$ cat config.mk
export PLATFORM = sky130hd
export DESIGN_NAME = wmr_select
export DESIGN_NICKNAME = d
export VERILOG_FILES = /design/src/rtl/wmr_pkg.sv /design/src/rtl/wmr_ram.sv /design/src/rtl/wmr_select.sv
export SDC_FILE = /design/constraint.sdc
export NUM_CORES = 2
export LEC_CHECK = 0
export BUFFER_PORTS_ARGS = -buffer_cell sky130_fd_sc_hd__buf_2
export CORE_UTILIZATION = 55
export CTS_BUF_LIST = sky130_fd_sc_hd__clkbuf_8
export DETAILED_ROUTE_END_ITERATION = 10
export PLACE_DENSITY = 0.7
export SLEW_MARGIN = 10
export SYNTH_ARGS = -nofsm -noshare
export SYNTH_HDL_FRONTEND = slang
export SYNTH_SLANG_ARGS = --single-unit
$ cat constraint.sdc
create_clock -name clock -period 3.9 [get_ports clock]
set_input_delay 0.195 -clock clock [delete_from_list [all_inputs] [get_ports clock]]
set_output_delay 0.195 -clock clock [all_outputs]
set_load 0.05 [all_outputs]
$ cat src/rtl/wmr_pkg.sv
//------------------------------------------------------------------------------
// wmr_pkg
// Shared constants and types for the windowed median range block.
//------------------------------------------------------------------------------
package wmr_pkg;

   localparam int MAX_RADIUS  = 7;
   localparam int STORE_DEPTH = 256;
   localparam int COORD_BITS  = 16;

   localparam int RANGE_BITS  = 16;
   localparam int PIX_BITS    = 12;
   localparam int RADIUS_BITS = 3;
   localparam int CSR_IDX_BITS = 2;

   // register indexes
   localparam logic [CSR_IDX_BITS-1:0] CSR_RADIUS = 2'd0;
   localparam logic [CSR_IDX_BITS-1:0] CSR_MIN    = 2'd1;
   localparam logic [CSR_IDX_BITS-1:0] CSR_MAX    = 2'd2;

   localparam logic [RADIUS_BITS-1:0] RADIUS_RST = 3'd3;
   localparam logic [RANGE_BITS-1:0]  MIN_RST    = 16'd200;
   localparam logic [RANGE_BITS-1:0]  MAX_RST    = 16'd10000;

   // status handed from the front end to the selector
   typedef struct packed {
      logic wr_en;
      logic last;
   } front_stat_type;

endpackage

$ cat src/rtl/wmr_ram.sv
//------------------------------------------------------------------------------
// wmr_ram
// Generic single-port-write, single-port-read RAM with registered read.
//------------------------------------------------------------------------------
module wmr_ram #(
   parameter int WIDTH = 16,
   parameter int DEPTH = 256
) (
   input  logic                     clock,
   input  logic                     wr_en,
   input  logic [$clog2(DEPTH)-1:0] wr_addr,
   input  logic [WIDTH-1:0]         wr_data,
   input  logic [$clog2(DEPTH)-1:0] rd_addr,
   output logic [WIDTH-1:0]         rd_data
);

   logic [WIDTH-1:0] mem_ff [DEPTH];

   always_ff @(posedge clock) begin
      if (wr_en) begin
         mem_ff[wr_addr] <= wr_data;
      end
      rd_data <= mem_ff[rd_addr];
   end

endmodule

$ cat src/rtl/wmr_select.sv
//------------------------------------------------------------------------------
// wmr_select
// Store of accepted distances and frame-end median search. The median is
// found by a bitwise radix search: for each result bit from the top, one
// pass over the store counts entries below the candidate prefix.
//------------------------------------------------------------------------------
module wmr_select #(
   parameter int STORE_DEPTH = wmr_pkg::STORE_DEPTH
) (
   input  logic                            clock,
   input  logic                            reset,
   input  logic                            in_valid,
   input  wmr_pkg::front_stat_type         in_stat,
   input  logic [wmr_pkg::RANGE_BITS-1:0]  in_dist,
   output logic                            busy,
   output logic                            res_valid,
   output logic [wmr_pkg::RANGE_BITS-1:0]  res_median,
   output logic                            res_found,
   input  logic                            res_taken
);

   localparam int AW = (STORE_DEPTH > 1) ? $clog2(STORE_DEPTH) : 1;
   localparam int CW = $clog2(STORE_DEPTH + 1);
   localparam int RW = wmr_pkg::RANGE_BITS;
   localparam int BW = $clog2(RW);

   typedef enum logic [3:0] {
      ST_FILL  = 4'b0001,
      ST_SCAN  = 4'b0010,
      ST_DRAIN = 4'b0100,
      ST_OUT   = 4'b1000
   } state_type;

   state_type         state_ff, state_in;
   logic [CW-1:0]     count_ff, count_in;
   logic [CW-1:0]     addr_ff, addr_in;     // next read address in scan
   logic [CW-1:0]     below_ff, below_in;   // entries below trial value
   logic [RW-1:0]     prefix_ff, prefix_in; // median bits decided so far
   logic [BW-1:0]     bit_ff, bit_in;
   logic              rd_v_ff, rd_v_in;
   logic              ov_ff, ov_in;
   logic [RW-1:0]     omed_ff, omed_in;
   logic              ofnd_ff, ofnd_in;

   logic              wr_en;
   logic [RW-1:0]     rd_data;
   logic [RW-1:0]     trial;
   logic [CW-1:0]     half;

   assign wr_en = in_valid && in_stat.wr_en && (count_ff < CW'(STORE_DEPTH))
                  && state_ff == ST_FILL;
   assign trial = prefix_ff | (RW'(1) << bit_ff);
   assign half  = count_ff >> 1;

   wmr_ram #(.WIDTH(RW), .DEPTH(STORE_DEPTH)) u_store (
      .clock   (clock),
      .wr_en   (wr_en),
      .wr_addr (count_ff[AW-1:0]),
      .wr_data (in_dist),
      .rd_addr (addr_ff[AW-1:0]),
      .rd_data (rd_data)
   );

   // control
   always_comb begin
      state_in  = state_ff;
      count_in  = count_ff;
      addr_in   = addr_ff;
      below_in  = below_ff;
      prefix_in = prefix_ff;
      bit_in    = bit_ff;
      rd_v_in   = 1'b0;
      ov_in     = ov_ff;
      omed_in   = omed_ff;
      ofnd_in   = ofnd_ff;
      if (res_valid && res_taken) begin
         ov_in = 1'b0;
      end
      case (state_ff)
         ST_FILL: begin
            if (wr_en) begin
               count_in = count_ff + 1'b1;
            end
            if (in_valid && in_stat.last) begin
               addr_in   = '0;
               below_in  = '0;
               prefix_in = '0;
               bit_in    = BW'(RW - 1);
               // empty frame goes straight out with a zero median
               if (count_in == '0) begin
                  state_in = ST_OUT;
               end else begin
                  state_in = ST_SCAN;
               end
            end
         end
         ST_SCAN: begin
            // issue reads; count entries below trial as data returns
            if (rd_v_ff && rd_data < trial) begin
               below_in = below_ff + 1'b1;
            end
            if (addr_ff < count_ff) begin
               addr_in = addr_ff + 1'b1;
               rd_v_in = 1'b1;
            end else if (!rd_v_ff) begin
               state_in = ST_DRAIN;
            end
         end
         ST_DRAIN: begin
            // below <= half means the median is at least trial
            if (below_ff <= half) begin
               prefix_in = trial;
            end
            below_in = '0;
            addr_in  = '0;
            if (bit_ff == '0) begin
               state_in = ST_OUT;
            end else begin
               bit_in   = bit_ff - 1'b1;
               state_in = ST_SCAN;
            end
         end
         ST_OUT: begin
            // load the result register only once it is free
            if (!ov_ff || (res_valid && res_taken)) begin
               ov_in    = 1'b1;
               omed_in  = prefix_ff;
               ofnd_in  = (count_ff != '0);
               count_in = '0;
               state_in = ST_FILL;
            end
         end
         default: state_in = ST_FILL;
      endcase
   end

   always_ff @(posedge clock) begin
      if (reset) begin
         state_ff <= ST_FILL;
         count_ff <= '0;
         rd_v_ff  <= 1'b0;
         ov_ff    <= 1'b0;
      end else begin
         state_ff <= state_in;
         count_ff <= count_in;
         rd_v_ff  <= rd_v_in;
         ov_ff    <= ov_in;
      end
      addr_ff   <= addr_in;
      below_ff  <= below_in;
      prefix_ff <= prefix_in;
      bit_ff    <= bit_in;
      omed_ff   <= omed_in;
      ofnd_ff   <= ofnd_in;
   end

   assign busy       = state_ff != ST_FILL;
   assign res_valid  = ov_ff;
   assign res_median = omed_ff;
   assign res_found  = ofnd_ff;

endmodule

==> summary.txt <==
Run status
  • Outcome: complete, but fails checks
  • Failing checks: setup timing

Synth
  • Ys Warns: 0
  • Ys async rst share: 0%
  • Main synth FF type: edfxtp_1
  • Seq cells post-synth: 4182
  • Post-synthesis area per instance: 21.17 sq um
  • EDFF count, synth: 4151
  • Synth cell types: 87
  • Post-Syn Area: 161700 sq um
  • Cell count after synthesis: 7637
  • Sequential area share after synthesis: 77.47%
  • Post-synthesis net count: 7701

Place
  • RD Place Congestion: 0.9553
  • PortBufs: 40
  • Hpwl dp: 296.5 mm
  • Placed insts: 11.91k
  • Area after DPL: 171700 sq um
  • Dpl ws: -0.5575 ns

Route
  • Vias/cell: 6.729
  • DRC errors left: 0
  • DRT Wirelength: 472.8 mm
  • Per-cell routed wire length: 36.09 microns
  • Post-route ant nets: 0
  • DR pass1 iterations: 6
  • Iteration-0 DRC Markers: 15.07k
  • Routed vias: 88.16k

Clocking
  • CTS root buf: clkbuf_8
  • CTS buffer count: 646
  • CTS tree: yes
  • Clock-pin slew on the worst setup and hold paths: 0.06 ns
  • # H-tree levels: 6
  • Clk sinks: 4182
  • Clk buf depth: 4
  • Clock Latency Late Sink: 1.24 ns

Pwr
  • P_int: 81730 uW
  • Power Total: 125100 uW
  • Total leakage power: 0.05946 uW
  • Pwr Density: 681.0 nW/um^2
  • Clock power frac: 26.9%
  • Switching power: 43400 uW
  • Sw Ratio: 34.69%
  • Seq pwr share: 40.2%
  • Gate power share: 32.9%
  • Max IR drop VDD: 642.4 uV

Final layout
  • Design area: 183800 sq um
  • Cell Count, Final, Fillers Out: 13.10k
  • Layout cell share with drive strength beyond 1: 28.24%
  • Layout area overhead: 13.64%
  • # nets final: 8758

Worst setup path
  • Crit path depth: 9
  • CP required: 4.99 ns
  • CP Capture Point: u_store.rd_data[7]
  • R2r setup slk: -0.22 ns
  • Worst r2r path cells: 9
  • CP Cell Sequence: buf_12, buf_4, and2_4, buf_12, buf_4, a22oi_1, a21oi_1, a2111oi_0, nor4_1
  • Endpoint class of the critical path: flip-flop
  • Crit path DAT: 5.20 ns
  • Top fanout value on the critical path: 26
  • Worst R2R Start: addr_ff[2]
  • Critical path class: reg2reg
  • Buf/Inv on CP: 4
  • Crit start category: flip-flop
  • Slowest cell on crit path: a21oi_1
  • Reg-to-reg endpoint: u_store.rd_data[7]
  • Crit-path max cell delay: 0.96 ns
  • CP startpoint: addr_ff[2]
  • Critical path's top delay family: compound AO/OA/AOI/OAI gates

Die
  • Die X: 544.2 microns
  • Die ar.: 296200 sq um
  • Std cell rows: 198
  • Num ports: 41
  • Core footprint: 291600 sq um
  • Initial Utilization: 55.45%
  • Die Y-Extent: 544.2 microns

STA
  • Worst setup margin: -0.2163 ns
  • Final Hold Vio Count: 0
  • Clk_skew: 0.1166 ns
  • Unrepaired setup endpoints after global routing: no
  • Period utilization: 105.5%
  • Final max-slew violation count: 0
  • Slew margin rel.: 3.698%
  • FMAX: 242.9 MHz
  • Worst slew pin tran: 1.438 ns
  • Fin crit period: 4.116 ns
  • Final setup viols: 13
  • Setup TNS: -0.6706 ns

GRT
  • Overall global routing resource usage: 31.96%
  • Largest net degree at the start of global routing: 142
  • Initial antenna violation count: 22
  • Number of global-route vias before repair: 86.08k
  • Remaining global-route overflow: 0
  • First-pass GRT wire length: 656.7 mm

Min path
  • Worst hold path class: in2reg

Job
  • Maxcap violations: 0
[layer usage]
metal | part of all wire, % | global-route usage, %
met4 | 5.6 | 16.01
met2 | 45 | 46.98
met3 | 14 | 8.550
met5 | 0.014 | 0
met1 | 36 | 44.57
[layout make-up]
class                   count  area, sq um
diodes                     17        42.54
clock buffers             649         8932
clock inverters           489         2703
fillers                 19520       107800
inverters                  22        90.09
multi-input cells        2988        34010
flip-flops and latches   4182       125300
well taps                3900         4880
repair buffers            854         7833
[how the worst min path moves through the flow]
stage | startpoint | to | slack [ns] | depth (start not counted)
3_3_place_gp | prefix_ff[14] | res_median[14] | 0.44 | 0
3_5_place_dp | prefix_ff[6] | res_median[6] | 0.44 | 0
4_1_cts | in_dist[13] | u_store.mem_ff[113][13] | 0.001 | 2
5_1_grt | in_dist[3] | u_store.mem_ff[202][3] | 0.07 | 2
6_report | in_dist[3] | u_store.mem_ff[192][3] | 0.08 | 2
2_1_floorplan | reset | count_ff[6] | 0.27 | 1
[metrics by stage]
step	hold WS [ns]	utilization, %
after CTS	0.001148	62.98
after detailed placement	0.4407	58.88
final	0.07606	63.02
after global placement	0.4417	58.86
after global routing	0.07080	63.01
after floorplan	0.2671	-
[repair_timing]
item / in CTS / in global routing
endpoints found under the setup margin: 7 / 3
hold buffers: 27 / 0
resized for setup: 6 / 2
endpoints found under the hold margin: 2996 / 0
setup buffers: 3 / 5
gates cloned: 1 / 0
[power groups by stage]
stage	sequential, uW	clock (uW)	combinational, uW
floorplan	50900	0	22200
global placement	51200	0	39400
detailed placement	51200	0	39800
CTS	50200	33900	40100
global route	50300	35800	41700
finish	50300	33600	41200
[cells in the final DEF (no fill, tap or decap), types with 18 or more instances in the layout]
cell type / instances
edfxtp_1: 4151
mux4_2: 846
buf_4: 683
clkbuf_8: 657
mux2i_1: 362
nor2_1: 340
inv_1: 238
nand2_1: 160
clkinv_1: 153
a21oi_1: 143
a22oi_1: 142
buf_12: 102
o22ai_1: 98
o21ai_0: 94
a221oi_1: 79
nand3_1: 70
mux2_2: 60
o221ai_1: 51
a211oi_1: 51
clkinv_2: 49
ha_1: 42
nor2_2: 35
a31oi_1: 32
dfxtp_1: 31
dlygate4sd3_1: 27
nor2b_1: 24
a22o_1: 24
buf_2: 24
nor3_1: 22
o211ai_1: 20
inv_12: 20
a2111oi_0: 19
o2111ai_1: 18
and3_1: 18
[synthesized netlist by cell type (9+ instances only)]
library cell / number / share of area [%]
a2111oi_0: 21 / 0.11
a211oi_1: 52 / 0.24
a21o_1: 15 / 0.070
a21oi_1: 145 / 0.45
a221oi_1: 79 / 0.43
a22o_1: 24 / 0.13
a22oi_1: 142 / 0.66
a31oi_1: 32 / 0.12
and3_1: 18 / 0.070
buf_1: 24 / 0.056
buf_2: 155 / 0.48
buf_4: 44 / 0.20
buf_6: 58 / 0.40
buf_8: 11 / 0.10
clkbuf_1: 152 / 0.35
dfxtp_1: 31 / 0.38
edfxtp_1: 4151 / 77
ha_1: 42 / 0.32
inv_1: 18 / 0.042
mux2_2: 60 / 0.42
mux2i_1: 362 / 2.2
mux4_2: 846 / 12
nand2_1: 166 / 0.39
nand2b_1: 9 / 0.035
nand3_1: 80 / 0.25
nand4_1: 16 / 0.062
nor2_1: 377 / 0.88
nor2b_1: 30 / 0.12
nor3_1: 22 / 0.068
nor4_1: 9 / 0.035
o2111ai_1: 18 / 0.097
o211ai_1: 20 / 0.093
o21ai_0: 95 / 0.29
o221ai_1: 51 / 0.28
o22ai_1: 98 / 0.38
xnor2_1: 11 / 0.060
[cell families (layout without fill, tap and decap cells)]
kind of cell             after synthesis  count (layout)  synth area share [%]
flip-flops                          4182            4182                 77.47
other                                  0              17                     0
XOR/XNOR                              17              17               0.09208
AO/OA/AOI/OAI                        876             876                 3.822
buffers and inverters                468            2014                 1.674
adder cells (fa/ha/maj)               42              42                0.3250
multiplexers                        1268            1268                 14.44
AND/OR/NAND/NOR                      784             785                 2.173
[sequential cells by signal (all words and copies together), names as in the netlist]
signal           flops
addr_ff              9
below_ff             9
bit_ff               4
count_ff             9
prefix_ff           16
rd_v_ff              1
res_found            1
res_median          16
res_valid            1
state_ff             4
u_store.mem_ff    4096
u_store.rd_data     16
(Power assumes the default switching activity.)
